`src/sv/pfaq_pkg.sv`:
```
// ----------------------------------------------------------------------------
// pfaq_pkg
// Types and constants shared by the persistent fault alarm qualifier.
// ----------------------------------------------------------------------------
package pfaq_pkg;

   localparam int CH_W      = 4;
   localparam int LIMIT_W   = 16;
   localparam int PERSIST_W = 12;
   localparam int CHANNELS  = 16;
   localparam int IDX_W     = 3;

   // Channel classes by alarm bit position.
   localparam logic [CH_W-1:0] CH_NONE          = 4'd0;
   localparam logic [CH_W-1:0] CH_FORWARD       = 4'd1;
   localparam logic [CH_W-1:0] CH_REFLECTED     = 4'd2;
   localparam logic [CH_W-1:0] CH_CURRENT_FIRST = 4'd3;
   localparam logic [CH_W-1:0] CH_CURRENT_LAST  = 4'd6;

   // Alarm word groups for the LED drives.
   localparam logic [LIMIT_W-1:0] CURRENT_MASK     = 16'h0078;
   localparam logic [LIMIT_W-1:0] TEMPERATURE_MASK = 16'hFF80;
   localparam logic [LIMIT_W-1:0] WORD_MASK        = 16'hFFFE;

   // Register reset values.
   localparam logic [LIMIT_W-1:0]   FORWARD_LIMIT_RST       = 16'd2400;
   localparam logic [LIMIT_W-1:0]   REFLECTED_LIMIT_RST     = 16'd2200;
   localparam logic [LIMIT_W-1:0]   CURRENT_HIGH_RST        = 16'd230;
   localparam logic [LIMIT_W-1:0]   CURRENT_LOW_RST         = 16'd4;
   localparam logic [LIMIT_W-1:0]   TEMPERATURE_LIMIT_RST   = 16'd700;
   localparam logic [PERSIST_W-1:0] POWER_PERSIST_RST       = 12'd50;
   localparam logic [PERSIST_W-1:0] CURRENT_PERSIST_RST     = 12'd900;
   localparam logic [PERSIST_W-1:0] TEMPERATURE_PERSIST_RST = 12'd3000;

   // Register indexes on the configuration port.
   typedef enum logic [IDX_W-1:0] {
      REG_FORWARD_LIMIT       = 3'd0,
      REG_REFLECTED_LIMIT     = 3'd1,
      REG_CURRENT_HIGH        = 3'd2,
      REG_CURRENT_LOW         = 3'd3,
      REG_TEMPERATURE_LIMIT   = 3'd4,
      REG_POWER_PERSIST       = 3'd5,
      REG_CURRENT_PERSIST     = 3'd6,
      REG_TEMPERATURE_PERSIST = 3'd7
   } reg_index_type;

   typedef struct packed {
      logic [LIMIT_W-1:0]   forward_limit;
      logic [LIMIT_W-1:0]   reflected_limit;
      logic [LIMIT_W-1:0]   current_high;
      logic [LIMIT_W-1:0]   current_low;
      logic [LIMIT_W-1:0]   temperature_limit;
      logic [PERSIST_W-1:0] power_persist;
      logic [PERSIST_W-1:0] current_persist;
      logic [PERSIST_W-1:0] temperature_persist;
   } cfg_type;

   // Classified request handed to the update stage.
   typedef struct packed {
      logic [CH_W-1:0]      channel;
      logic                 fault;
      logic [PERSIST_W-1:0] limit;
   } cls_type;

   typedef struct packed {
      logic                 temperature_led;
      logic                 current_led;
      logic                 reflected_led;
      logic [LIMIT_W-1:0]   alarm_word;
   } rsp_type;

endpackage

```
`src/sv/pfaq_ram.sv`:
```
// ----------------------------------------------------------------------------
// pfaq_ram
// Simple dual-port synchronous RAM, one write and one registered read port.
// ----------------------------------------------------------------------------
module pfaq_ram #(
   parameter int WIDTH = 12,
   parameter int DEPTH = 16
) (
   input  logic                     clock,
   input  logic                     wr_en,
   input  logic [$clog2(DEPTH)-1:0] wr_addr,
   input  logic [WIDTH-1:0]         wr_data,
   input  logic                     rd_en,
   input  logic [$clog2(DEPTH)-1:0] rd_addr,
   output logic [WIDTH-1:0]         rd_data
);

   logic [WIDTH-1:0] mem [DEPTH];

   // Write port and registered read port; a read at the address being
   // written returns the old data.
   always_ff @(posedge clock) begin
      if (wr_en) begin
         mem[wr_addr] <= wr_data;
      end
      if (rd_en) begin
         rd_data <= mem[rd_addr];
      end
   end

endmodule

```
`src/sv/pfaq_classify.sv`:
```
// ----------------------------------------------------------------------------
// pfaq_classify
// Decides whether a sample is faulty and picks its persistence limit.
// ----------------------------------------------------------------------------
module pfaq_classify import pfaq_pkg::*; (
   input  logic [CH_W-1:0]    channel,
   input  logic [LIMIT_W-1:0] sample,
   input  logic               rf_enabled,
   input  cfg_type            cfg,
   output cls_type            cls
);

   logic [PERSIST_W-1:0] limit_raw;

   // Threshold compare and limit selection by channel class.
   always_comb begin
      cls.channel = channel;
      if (channel == CH_FORWARD) begin
         cls.fault = sample > cfg.forward_limit;
         limit_raw = cfg.power_persist;
      end else if (channel == CH_REFLECTED) begin
         cls.fault = sample > cfg.reflected_limit;
         limit_raw = cfg.power_persist;
      end else if (channel inside {[CH_CURRENT_FIRST:CH_CURRENT_LAST]}) begin
         cls.fault = (sample > cfg.current_high) ||
                     ((sample < cfg.current_low) && rf_enabled);
         limit_raw = cfg.current_persist;
      end else begin
         cls.fault = sample > cfg.temperature_limit;
         limit_raw = cfg.temperature_persist;
      end
      // A limit of zero acts as a limit of one.
      cls.limit = (limit_raw == '0) ? PERSIST_W'(1) : limit_raw;
   end

endmodule

```
`src/sv/persistent_fault_alarm_qualifier.sv`:
```
// ----------------------------------------------------------------------------
// persistent_fault_alarm_qualifier
// Per-channel persistence counting of threshold faults into an alarm word.
// ----------------------------------------------------------------------------
// The block takes one request per clock cycle unless the result side stalls;
// each request passes the update stage, then the result register. The
// counters sit in a 16-entry RAM with a registered read: a request reads its
// channel's counter as it is accepted, and the following update stage writes
// it back. A request for the channel just updated takes the written value
// from a forwarding register, so back-to-back requests on one channel need no
// bubble. Counters start at zero through per-entry valid bits, so there is no
// clearing pass after reset. A result register decouples the result side:
// while a finished result waits to be taken, one more request is accepted
// into the update stage, and the input then stalls until the result leaves.
// ----------------------------------------------------------------------------
module persistent_fault_alarm_qualifier import pfaq_pkg::*; #(
   parameter int COUNTER_BITS = 12
) (
   input  logic                 clock,
   input  logic                 reset,
   input  logic                 req_tvalid,
   output logic                 req_tready,
   // [3:0] channel, [19:4] sample, [20] rf_enabled, [23:21] zero
   input  logic [23:0]          req_tdata,
   output logic                 rsp_tvalid,
   input  logic                 rsp_tready,
   // [15:0] alarm_word, [16] reflected_led, [17] current_led,
   // [18] temperature_led, [23:19] zero
   output logic [23:0]          rsp_tdata,
   input  logic                 csr_wr_en,
   input  logic [IDX_W-1:0]     csr_index,
   input  logic [LIMIT_W-1:0]   csr_wdata
);

   localparam int CMP_W = (COUNTER_BITS > PERSIST_W) ? COUNTER_BITS : PERSIST_W;
   localparam logic [COUNTER_BITS-1:0] COUNTER_MAX = '1;

   cfg_type                 cfg_ff;
   cls_type                 cls;
   cls_type                 s1_ff;
   logic                    s1_valid_ff;
   logic                    s1_advance;
   logic                    accept;
   logic [COUNTER_BITS-1:0] ram_rd_data;
   logic [CHANNELS-1:0]     cnt_valid_ff;
   logic                    fwd_valid_ff;
   logic [CH_W-1:0]         fwd_ch_ff;
   logic [COUNTER_BITS-1:0] fwd_cnt_ff;
   logic [COUNTER_BITS-1:0] cur_cnt;
   logic [COUNTER_BITS-1:0] inc_cnt;
   logic [COUNTER_BITS-1:0] new_cnt_in;
   logic                    set_bit;
   logic                    wr_en;
   logic [LIMIT_W-1:0]      alarm_ff;
   logic [LIMIT_W-1:0]      alarm_in;
   logic [LIMIT_W-1:0]      bit_mask;
   rsp_type                 rsp_ff;
   rsp_type                 rsp_in;
   logic                    rsp_valid_ff;

   // Handshake: the update stage moves on when the result register is free or its result is taken.
   assign s1_advance = !rsp_valid_ff || rsp_tready;
   assign req_tready = !reset && (!s1_valid_ff || s1_advance);
   assign accept     = req_tvalid && req_tready;

   // Configuration registers.
   always_ff @(posedge clock) begin
      if (reset) begin
         cfg_ff.forward_limit       <= FORWARD_LIMIT_RST;
         cfg_ff.reflected_limit     <= REFLECTED_LIMIT_RST;
         cfg_ff.current_high        <= CURRENT_HIGH_RST;
         cfg_ff.current_low         <= CURRENT_LOW_RST;
         cfg_ff.temperature_limit   <= TEMPERATURE_LIMIT_RST;
         cfg_ff.power_persist       <= POWER_PERSIST_RST;
         cfg_ff.current_persist     <= CURRENT_PERSIST_RST;
         cfg_ff.temperature_persist <= TEMPERATURE_PERSIST_RST;
      end else if (csr_wr_en) begin
         case (csr_index)
            REG_FORWARD_LIMIT:       cfg_ff.forward_limit       <= csr_wdata;
            REG_REFLECTED_LIMIT:     cfg_ff.reflected_limit     <= csr_wdata;
            REG_CURRENT_HIGH:        cfg_ff.current_high        <= csr_wdata;
            REG_CURRENT_LOW:         cfg_ff.current_low         <= csr_wdata;
            REG_TEMPERATURE_LIMIT:   cfg_ff.temperature_limit   <= csr_wdata;
            REG_POWER_PERSIST:       cfg_ff.power_persist       <= csr_wdata[PERSIST_W-1:0];
            REG_CURRENT_PERSIST:     cfg_ff.current_persist     <= csr_wdata[PERSIST_W-1:0];
            REG_TEMPERATURE_PERSIST: cfg_ff.temperature_persist <= csr_wdata[PERSIST_W-1:0];
            default: ;
         endcase
      end
   end

   // Fault decision on the incoming request.
   pfaq_classify u_classify (
      .channel    (req_tdata[3:0]),
      .sample     (req_tdata[19:4]),
      .rf_enabled (req_tdata[20]),
      .cfg        (cfg_ff),
      .cls        (cls)
   );

   // Counter memory: read on accept, written back by the update stage.
   pfaq_ram #(
      .WIDTH (COUNTER_BITS),
      .DEPTH (CHANNELS)
   ) u_counters (
      .clock   (clock),
      .wr_en   (wr_en),
      .wr_addr (s1_ff.channel),
      .wr_data (new_cnt_in),
      .rd_en   (accept),
      .rd_addr (cls.channel),
      .rd_data (ram_rd_data)
   );

   // Update stage: forwarded, stored or zero counter, saturating increment, alarm word.
   always_comb begin
      if (fwd_valid_ff && (fwd_ch_ff == s1_ff.channel)) begin
         cur_cnt = fwd_cnt_ff;
      end else if (cnt_valid_ff[s1_ff.channel]) begin
         cur_cnt = ram_rd_data;
      end else begin
         cur_cnt = '0;
      end
      inc_cnt = (cur_cnt == COUNTER_MAX) ? cur_cnt : cur_cnt + COUNTER_BITS'(1);
      if (!s1_ff.fault) begin
         new_cnt_in = '0;
         set_bit    = 1'b0;
      end else if (CMP_W'(inc_cnt) >= CMP_W'(s1_ff.limit)) begin
         new_cnt_in = COUNTER_BITS'(CMP_W'(s1_ff.limit));
         set_bit    = 1'b1;
      end else begin
         new_cnt_in = inc_cnt;
         set_bit    = 1'b0;
      end
      wr_en    = s1_valid_ff && s1_advance && (s1_ff.channel != CH_NONE);
      bit_mask = LIMIT_W'(1) << s1_ff.channel;
      alarm_in = alarm_ff;
      if (s1_ff.channel != CH_NONE) begin
         alarm_in = set_bit ? (alarm_ff | bit_mask) : (alarm_ff & ~bit_mask);
      end
      alarm_in = alarm_in & WORD_MASK;
      rsp_in.alarm_word      = alarm_in;
      rsp_in.reflected_led   = alarm_in[CH_REFLECTED];
      rsp_in.current_led     = |(alarm_in & CURRENT_MASK);
      rsp_in.temperature_led = |(alarm_in & TEMPERATURE_MASK);
   end

   // Pipeline control, valid bits, forwarding and alarm state.
   always_ff @(posedge clock) begin
      if (reset) begin
         s1_valid_ff  <= 1'b0;
         rsp_valid_ff <= 1'b0;
         cnt_valid_ff <= '0;
         fwd_valid_ff <= 1'b0;
         alarm_ff     <= '0;
      end else begin
         if (accept) begin
            s1_valid_ff <= 1'b1;
         end else if (s1_advance) begin
            s1_valid_ff <= 1'b0;
         end
         if (s1_valid_ff && s1_advance) begin
            rsp_valid_ff <= 1'b1;
            alarm_ff     <= alarm_in;
         end else if (rsp_tready) begin
            rsp_valid_ff <= 1'b0;
         end
         if (wr_en) begin
            cnt_valid_ff[s1_ff.channel] <= 1'b1;
            fwd_valid_ff                <= 1'b1;
         end
      end
   end

   // Payload registers.
   always_ff @(posedge clock) begin
      if (accept) begin
         s1_ff <= cls;
      end
      if (s1_valid_ff && s1_advance) begin
         rsp_ff <= rsp_in;
      end
      if (wr_en) begin
         fwd_ch_ff  <= s1_ff.channel;
         fwd_cnt_ff <= new_cnt_in;
      end
   end

   assign rsp_tvalid = rsp_valid_ff;
   assign rsp_tdata  = {5'b0, rsp_ff.temperature_led, rsp_ff.current_led,
                        rsp_ff.reflected_led, rsp_ff.alarm_word};

endmodule

```
`config.mk`:
```
export PLATFORM = sky130hd
export DESIGN_NAME = persistent_fault_alarm_qualifier
export DESIGN_NICKNAME = d
export VERILOG_FILES = /design/src/sv/pfaq_pkg.sv /design/src/sv/pfaq_ram.sv /design/src/sv/pfaq_classify.sv /design/src/sv/persistent_fault_alarm_qualifier.sv
export SDC_FILE = /design/constraint.sdc
export NUM_CORES = 1
export LEC_CHECK = 0
export ABC_AREA = 0
export BUFFER_PORTS_ARGS = -buffer_cell sky130_fd_sc_hd__clkbuf_2
export CAP_MARGIN = 25
export CORE_MARGIN = 1
export CORE_UTILIZATION = 57
export DETAILED_ROUTE_END_ITERATION = 10
export PLACE_DENSITY = 0.73
export SYNTH_ARGS = -nofsm -noshare
export SYNTH_HDL_FRONTEND = slang
export SYNTH_SLANG_ARGS = --single-unit
```
`constraint.sdc`:
```
create_clock -name clock -period 8.75 [get_ports clock]
set_input_delay 0 -clock clock [delete_from_list [all_inputs] [get_ports clock]]
set_output_delay 0 -clock clock [all_outputs]
set_load 0.03 [all_outputs]
```
# After elaboration in Yosys (flattened, before gate mapping)
# Memory sizes are Yosys's and may differ from the RTL's. A register that Yosys moved wholly into a read port is not among the register bits.
# Cells that the tools add are included.
# word_totals
reg_bits	201
latchBits	0
ram_bits	192
rom_bits	0
in_bits	48
output_inout_bits	26
word_cells	104
mem_count	1
# mem_list
memory	words	word_bits	read_ports	rd_ports_with_merged_regs	wr	line	rtl
u_counters.mem	16	12	1	1	1	pfaq_ram.sv:18	logic [WIDTH-1:0] mem [DEPTH];
# op_classes
add_sub_neg	1
multipliers	0
n_div	0
n_lt_le_gt_ge	10
n_eq_ne	11
shift	1
muxes	25
bitwise_logic	4
n_reduce_logical	29
# ops
op	count
$mux W12	8
$gt A16 B16 Y1	4
$mux W16	2
$or A16 B16 Y16	2
$and A16 B16 Y16	1
$lt A16 B16 Y1	1
$not A16 Y16	1
$reduce_and A2 Y1	8
$shl A1 B4 Y16 const A	1
$mux W1	13
$add A12 B1 Y12 const B	1
$eq A12 B12 Y1 const B	1
$eq A3 B3 Y1 const B	4
$ge A12 B12 Y1	1
$logic_not A12 Y1	1
$reduce_or A9 Y1	1
$logic_and A1 B1 Y1	8
$eq A3 B2 Y1 const B	2
$lt A4 B5 Y1 const B	1
$bmux W1 S4	1
$demux W1 S4	1
$eq A4 B1 Y1 const B	1
$eq A4 B2 Y1 const B	1
$eq A4 B4 Y1	1
other kinds (10)	15

# Logic depth before layout (Yosys ltp)
# Gate-level depths: netlist of run 1.
# depth
ltp_word	12
depth_mapped	25
depth_no_buf	20

# Modules after synthesis
# A second synthesis of run 1 with hierarchy kept.
# unflattened
cells_unflattened	1664
hier_area_um2	18731.7
# by_module_without_submodules
mod	instances	cells_per_inst	area_per_inst_um2	seq_area_each_um2
persistent_fault_alarm_qualifier	1	1002	8605.8	4504.3
pfaq_ram	1	329	7719.9	6125.9
pfaq_classify	1	333	2406.1	0.0

# Least setup slack after synthesis of run 1
# OpenSTA, ideal clock, no wires.
# synth_timing
path_type	flip-flop to flip-flop
from	reg s1_ff[14] (netlist bit)
to	reg fwd_cnt_ff[11], data pin
arrival_ns	5.258
required_time_ns	8.389
slack_ns	3.131
stages_incl_launch_ff	24
path_buffers	4
cell_sequence	edfxtp_1 -> buf_6 -> xnor2_2 -> nand3_2 -> nor2_1 -> clkbuf_1 -> nand2_1 -> nand2_1 -> ha_1 -> o2111ai_1 -> o22ai_4 -> and4_4 -> nand2b_4 -> buf_6 -> nand2_1 -> xor2_1 -> ha_1 -> a21o_1 -> a221o_1 -> a31oi_1 -> o21a_1 -> clkbuf_1 -> o21ai_0 -> a311oi_1
# synth_between
elab_chain_cells	9
word_cells_on_any_way	12
classes_between	1 x add/sub; 1 x order compare; 2 x eq/ne; 7 x mux; 1 x reduce/logical
# synth_lines
element	line	rtl
start, declared	persistent_fault_alarm_qualifier.sv:40	cls_type s1_ff;
start signal, assigned	persistent_fault_alarm_qualifier.sv:178	s1_ff <= cls;
$bmux W1 S4	persistent_fault_alarm_qualifier.sv:119	end else if (cnt_valid_ff[s1_ff.channel]) begin
$mux W1 (not written as such)	persistent_fault_alarm_qualifier.sv:119	
$mux W12	persistent_fault_alarm_qualifier.sv:119	
$mux W12 *	persistent_fault_alarm_qualifier.sv:117	if (fwd_valid_ff && (fwd_ch_ff == s1_ff.channel)) begin
$add A12 B1 Y12 / $eq A12 B12 Y1 (equally long branches)	persistent_fault_alarm_qualifier.sv:124	inc_cnt = (cur_cnt == COUNTER_MAX) ? cur_cnt : cur_cnt + COUNTER_BITS'(1);
$mux W12 *	persistent_fault_alarm_qualifier.sv:124	
$ge A12 B12 Y1	persistent_fault_alarm_qualifier.sv:128	end else if (CMP_W'(inc_cnt) >= CMP_W'(s1_ff.limit)) begin
$mux W12 *	persistent_fault_alarm_qualifier.sv:128	
$mux W12 *	persistent_fault_alarm_qualifier.sv:125	if (!s1_ff.fault) begin
via new_cnt_in[11]	persistent_fault_alarm_qualifier.sv:51	logic [COUNTER_BITS-1:0] new_cnt_in;
end signal, assigned	persistent_fault_alarm_qualifier.sv:185	fwd_cnt_ff <= new_cnt_in;
end, declared	persistent_fault_alarm_qualifier.sv:48	logic [COUNTER_BITS-1:0] fwd_cnt_ff;
# Mark *: on every way through the listed nets, which the timed path passes. The rest lies on a longest branch. The select of a mux whose other input is x is not followed.
# A chain may end at the register's enable or synchronous reset.

# Final worst setup path of run 1
# layout_timing
from	reg s1_ff[13] (netlist bit)
to	mem u_counters.mem[3][11], data pin
# layout_between
elab_chain_cells	9
word_cells_on_any_way	12
classes_between	1 x add/sub; 1 x order compare; 2 x eq/ne; 7 x mux; 1 x reduce/logical
# layout_lines
element	line
$bmux W1 S4	persistent_fault_alarm_qualifier.sv:119
$mux W1 (not written as such)	persistent_fault_alarm_qualifier.sv:119
$mux W12	persistent_fault_alarm_qualifier.sv:119
$mux W12 *	persistent_fault_alarm_qualifier.sv:117
$add A12 B1 Y12 / $eq A12 B12 Y1 (equally long branches)	persistent_fault_alarm_qualifier.sv:124
$mux W12 *	persistent_fault_alarm_qualifier.sv:124
$ge A12 B12 Y1	persistent_fault_alarm_qualifier.sv:128
$mux W12 *	persistent_fault_alarm_qualifier.sv:128
$mux W12 *	persistent_fault_alarm_qualifier.sv:125
via new_cnt_in[11]	persistent_fault_alarm_qualifier.sv:51
end, declared	pfaq_ram.sv:18
# Marks and branches as above.

==> impl_metrics.ini, run 1 <==
[run_status]
status = complete, no violations

[clock_tree]
cts_tree = yes
clk_path_buf_depth = 3
root_buffer = clkbuf_16
cts_resized = 0
htree_levels = 2
numCtsBuffers = 41
clk_latency_ns = 0.53
post_cts_buffers = 0
path_clk_slew_ns = 0.06
cts_sinks = 404

[drt]
routedWlPerCell_um = 20.7
vias_per_cell = 5.90
m1WireLength_mm = 18.9
drc = 0
wl_met3_mm = 3.13
first_pass_iters = 5
wirelength_mm = 44.4
wl_met2_mm = 21.2
final_antenna_net_count = 0
first_iter_violations = 1159
top_layer = met5
num_vias = 12700

[place]
routabilityCongestion = 0.894
io_buffers = 64
dp_hpwl_mm = 27.8
dpl_cell_area_um2 = 19400

[sta]
finalClockSkew_ns = 0.0152
worstMarginPinSlew_ns = 1.08
setup_violations = 0
tns_ns = 0
finalHoldViolCount = 0
hold_ws_ns = 0.127
maxSlewViolCount = 0
slew_headroom = 0.278
post-route-period-util = 0.813
fmax_ghz = 0.141
rsz0062_at_grt = false
fin_crit_ns = 7.11

[critical_path]
cp-start-kind = flip-flop
critical_path_class = flip-flop to flip-flop
cp_max_fo = 23
crit_required_ns = 8.93
critPathArrivalTime_ns = 7.29
end_kind = flip-flop

[final_layout]
post-route-util = 0.663
nFillCells = 2343
multi_input_area_um2 = 7270
final_area_um2 = 21100
diodes = 0
syn_to_final_growth_pct = 13.5
drive_above_1_share = 0.154
most-common-layout-cells = nand2_1, edfxtp_1, dfxtp_1, a21oi_1, nor2_1
final_common_cell = nand2_1
regArea_um2 = 10600
finalNetCount = 1822

[synthesis]
syn_inst = 1590
synthFlopType = edfxtp_1
ys_seq_area_frac = 0.573
avgSynthCellArea_um2 = 11.7
yosysUniqueCellTypes = 82
async_flop_share = 0
synth_warnings = 0
yosys_register_bits = 404
netlist_area_um2 = 18600
synth-edff-count = 254

[grt]
antenna_found_initial = 1
grt_pass1_vias = 12400
grt_max_degree = 108
grtUsageTotal = 0.273
overflow = 0
grt_pass1_wl_mm = 69.3

[flow_run]
drv_cap = 0

[floorplanning]
io_pins = 74
row_count = 65
initial_utilization = 0.584
die_x_um = 182
die_area_um2 = 33300
core_um2 = 31800
fp.dieH_um = 182

[power]
p_seq_frac = 0.496
p_sw_uw = 926
leakagePower_nw = 7.81
p_total_mw = 4.19
power.internal_mw = 3.26
p_per_area_nw_per_um2 = 199
vdd_drop_max_mv = 0.124
switching_share = 0.221
pwr-share-clk = 0.431
pwr-share-comb = 0.073

[worst_hold_path]
min_path_type = input port to flip-flop
==> sequential cells by signal, indices dropped and copies added, names as in the netlist, 4 cells and up <==
| signal | count |
|---|---|
| alarm_ff | 15 |
| cfg_ff | 116 |
| cnt_valid_ff | 16 |
| fwd_ch_ff | 4 |
| fwd_cnt_ff | 12 |
| rsp_tdata | 17 |
| s1_ff | 17 |
| u_counters.mem | 192 |
| u_counters.rd_data | 12 |
==> power groups by stage <==
stage                     registers (mW)  clock network (mW)  logic, mW
after CTS                           2.08                1.83      0.302
after floorplan                     2.12                   0      0.199
after global routing                2.08                1.90      0.336
final                               2.08                1.81      0.306
after global placement              2.12                   0      0.282
after detailed placement            2.12                   0      0.290
==> cell type report <==
class                   count  share of cell area
multi-input cells        1015               0.345
well taps                 435              0.0258
inverters                  91              0.0162
repair buffers            129              0.0428
clock inverters            19              0.0119
flip-flops and latches    404               0.505
clock buffers              55              0.0537
==> Yosys cell counts (3+ instances only) <==
master,number,share of area
nand3_1,16,0.0043
dfxtp_1,150,0.16
mux4_2,64,0.078
buf_6,3,0.0018
nand3b_1,16,0.0065
clkbuf_2,9,0.0024
mux2_2,3,0.0018
o2111ai_1,3,0.0014
buf_4,7,0.0028
nand4_1,24,0.0081
buf_1,4,0.00081
o31ai_1,8,0.0032
inv_1,91,0.018
and3_1,11,0.0037
xor2_1,7,0.0033
clkbuf_1,64,0.013
nor3_1,18,0.0049
a31o_2,3,0.0014
a21oi_1,115,0.031
nor2_1,105,0.021
a21o_1,26,0.011
xnor2_1,4,0.0019
ha_1,92,0.062
nor4_1,7,0.0024
mux2i_1,19,0.010
o211a_1,6,0.0032
edfxtp_1,254,0.41
nand2_1,264,0.053
o21a_1,8,0.0032
a211oi_1,6,0.0024
o21ai_0,48,0.013
and2_1,3,0.0010
a211o_1,21,0.0099
a31oi_1,13,0.0044
buf_2,10,0.0027
nand2b_1,21,0.0071
nor2b_1,15,0.0051
==> through the flow <==
step	cells	setup slack, ns
after CTS	2140	1.60
after floorplan	1607	3.13
after global placement	2041	1.78
after detailed placement	2043	1.56
after global routing	2148	0.981
final	2148	1.64
==> per-layer routing <==
| metal | vias up | track usage |
|---|---|---|
| met4 | 2 | 0.0861 |
| met5 | - | 0 |
| met1 | 6200 | 0.376 |
| met2 | 464 | 0.444 |
| met3 | 95 | 0.0457 |
| li1 | 5916 | - |
==> what timing repair did <==
action | CTS | global route
setup endpoints to repair | 0 | 0
hold buffers | 23 | 0
hold endpoints to repair | 144 | 0
==> critical path: stages, from the launching register on <==
cell and delay [ns]:
edfxtp_1 0.83, xnor2_1 0.15, nand2_1 0.24, or2_0 0.76
nand3_1 0.16, nand2_1 0.20, ha_1 0.30, o2111ai_1 0.19
o22ai_4 0.26, and4_4 0.33, nand2b_4 0.14, nand2_1 0.10
xor2_1 0.16, ha_1 0.26, a21o_1 0.18, a221o_1 0.34
a31oi_1 0.22, o21a_1 0.78, o21ai_0 0.24, a311oi_2 0.91
==> path summary, 6_finish.rpt <==
check               start                     to  slack, ns  cells after the start
max             s1_ff[13]  u_counters.mem[3][11]       1.64                     19
min          req_tdata[2]              s1_ff[15]       0.13                      1
max reg2reg     s1_ff[13]  u_counters.mem[3][11]       1.64                     19
min reg2reg    cfg_ff[47]             cfg_ff[47]       0.45                      2
==> kinds of logic after synthesis <==
group	Yosys count	synth area share
mux	87	0.0905
buf+inv	188	0.0419
other cells	1	0.000202
simple gates	517	0.125
compound gates	288	0.100
xor+xnor	13	0.00694
flops	404	0.573
fa+ha+maj	92	0.0620
Power figures use the tool's default switching activity.
==> run 2, diff against run 1 <==
CORE_UTILIZATION = 56   (was 57)
PLACE_DENSITY = 0.75   (was 0.73)
clock period = 6.1 ns   (was 8.75 ns; I/O delays follow)
==> impl_metrics.ini, run 2 (same netlist as run 1, synthesis figures left out) <==
[run_status]
status = complete, no violations

[place]
io_buffers = 64
dp_hpwl_mm = 27.7
routabilityCongestion = 0.890
dpl_cell_area_um2 = 19500
dp_slack_ns = 0.257

[drt]
first_iter_violations = 1090
routedWlPerCell_um = 20.5
num_vias = 12800
wirelength_mm = 44.4
final_antenna_net_count = 0
drc = 0
vias_per_cell = 5.90
first_pass_iters = 8

[final_layout]
regArea_um2 = 10600
post-route-util = 0.645
final_area_um2 = 21000
multi_input_area_um2 = 7280
most-common-layout-cells = nand2_1, edfxtp_1, dfxtp_1, a21oi_1, nor2_1
syn_to_final_growth_pct = 13.2
nFillCells = 2434
diodes = 0
reg_top3 = u_counters.mem: 192 flops, cfg_ff: 116 flops
drive_above_1_share = 0.159
top_register = u_counters.mem
final_common_cell = nand2_1
largest_reg_flops = 192
finalNetCount = 1828

[floorplanning]
core_um2 = 32600
row_count = 66
io_pins = 74
die_area_um2 = 33900
fp.dieH_um = 184
die_x_um = 184
initial_utilization = 0.569

[sta]
slew_headroom = 0.314
post-route-period-util = 0.938
layout_setup_ws_ns = 0.377
fin_crit_ns = 5.72
finalHoldViolCount = 0
worstMarginPinSlew_ns = 1.03
rsz0062_at_grt = false
fmax_ghz = 0.175
maxSlewViolCount = 0
setup_violations = 0
finalClockSkew_ns = 0.0235
tns_ns = 0

[grt]
grt_pass1_vias = 12300
antenna_found_initial = 0
overflow = 0
grt_max_degree = 97
grt_pass1_wl_mm = 68.6
grtUsageTotal = 0.268

[clock_tree]
numCtsBuffers = 41
cts_tree = yes
root_buffer = clkbuf_16
cts_sinks = 404
path_clk_slew_ns = 0.06
clk_path_buf_depth = 3
htree_levels = 2
clk_latency_ns = 0.56

[power]
vdd_drop_max_mv = 0.201
leakagePower_nw = 7.82
p_total_mw = 5.85
p_per_area_nw_per_um2 = 278

[critical_path]
critical_path_class = flip-flop to flip-flop
critPathArrivalTime_ns = 5.99
crit_required_ns = 6.36
cp-start-kind = flip-flop
end_kind = flip-flop
cp_max_fo = 17

[worst_hold_path]
min_path_type = input port to flip-flop

[flow_run]
drv_cap = 0
==> run 2: timing repair <==
action                                  CTS  global route
hold buffers                             23             0
endpoints found under the setup margin    0            67
hold endpoints to repair                144             0
gates resized for setup                   0             3
buffers inserted                          0             0
==> run 2: layer usage <==
layer  vias up  wire length (um)  GRT usage
met2       472             21900      0.454
met4         0              1070     0.0793
li1       5931                 -          -
met5         -                 0          0
met1      6270             18500      0.365
met3        82              2840     0.0299
==> run 2: final timing paths <==
check	start	end	slack (ns)	cells past startpoint
worst max-delay path	s1_ff[13]	u_counters.mem[6][10]	0.38	20
worst min register to register	cfg_ff[16]	cfg_ff[16]	0.45	2
worst min-delay path	req_tdata[2]	s1_ff[15]	0.11	1
worst max register to register	s1_ff[13]	u_counters.mem[6][10]	0.38	20
==> run 2: through the flow <==
| step | cells | hold slack, ns |
|---|---|---|
| CTS | 2160 | 0.0891 |
| global placement | 2062 | 0.225 |
| floorplan | 1607 | 0.0989 |
| global route | 2162 | 0.0937 |
| finish | 2162 | 0.108 |
| detailed placement | 2062 | 0.230 |
==> run 2: worst max-delay path, cell delays in order, from the launching register on <==
cell and delay [ns]:
edfxtp_1 0.57, mux4_2 0.57, a22oi_2 0.25, nand2_2 0.24, nand3_1 0.15, nand2_1 0.14
ha_1 0.30, o2111ai_1 0.15, o22ai_4 0.16, and4_4 0.20, nand2b_4 0.16, nand2_1 0.09
xor2_1 0.17, ha_1 0.30, a21o_1 0.18, a221o_1 0.34, a31oi_1 0.23, o21ai_1 0.24
buf_4 0.23, a21oi_1 0.15, o21a_1 0.56
==> run 2: final cells by class <==
type,instances,share of cell area
Sequential cell,404,0.506
Clock inverter,18,0.00785
Clock buffer,57,0.0540
Timing Repair Buffer,135,0.0439
Multi-Input combinational cell,1015,0.346
Inverter,91,0.0162
Tap cell,442,0.0263
==> run 2: where the power goes <==
part	total (mW)	internal (mW)	leakage [nW]	switching, mW
Clock	2.43	1.37	0.644	1.07
Combinational	0.436	0.170	3.65	0.266
Sequential	2.98	2.95	3.53	0.0290
Total	5.85	4.49	7.82	1.36
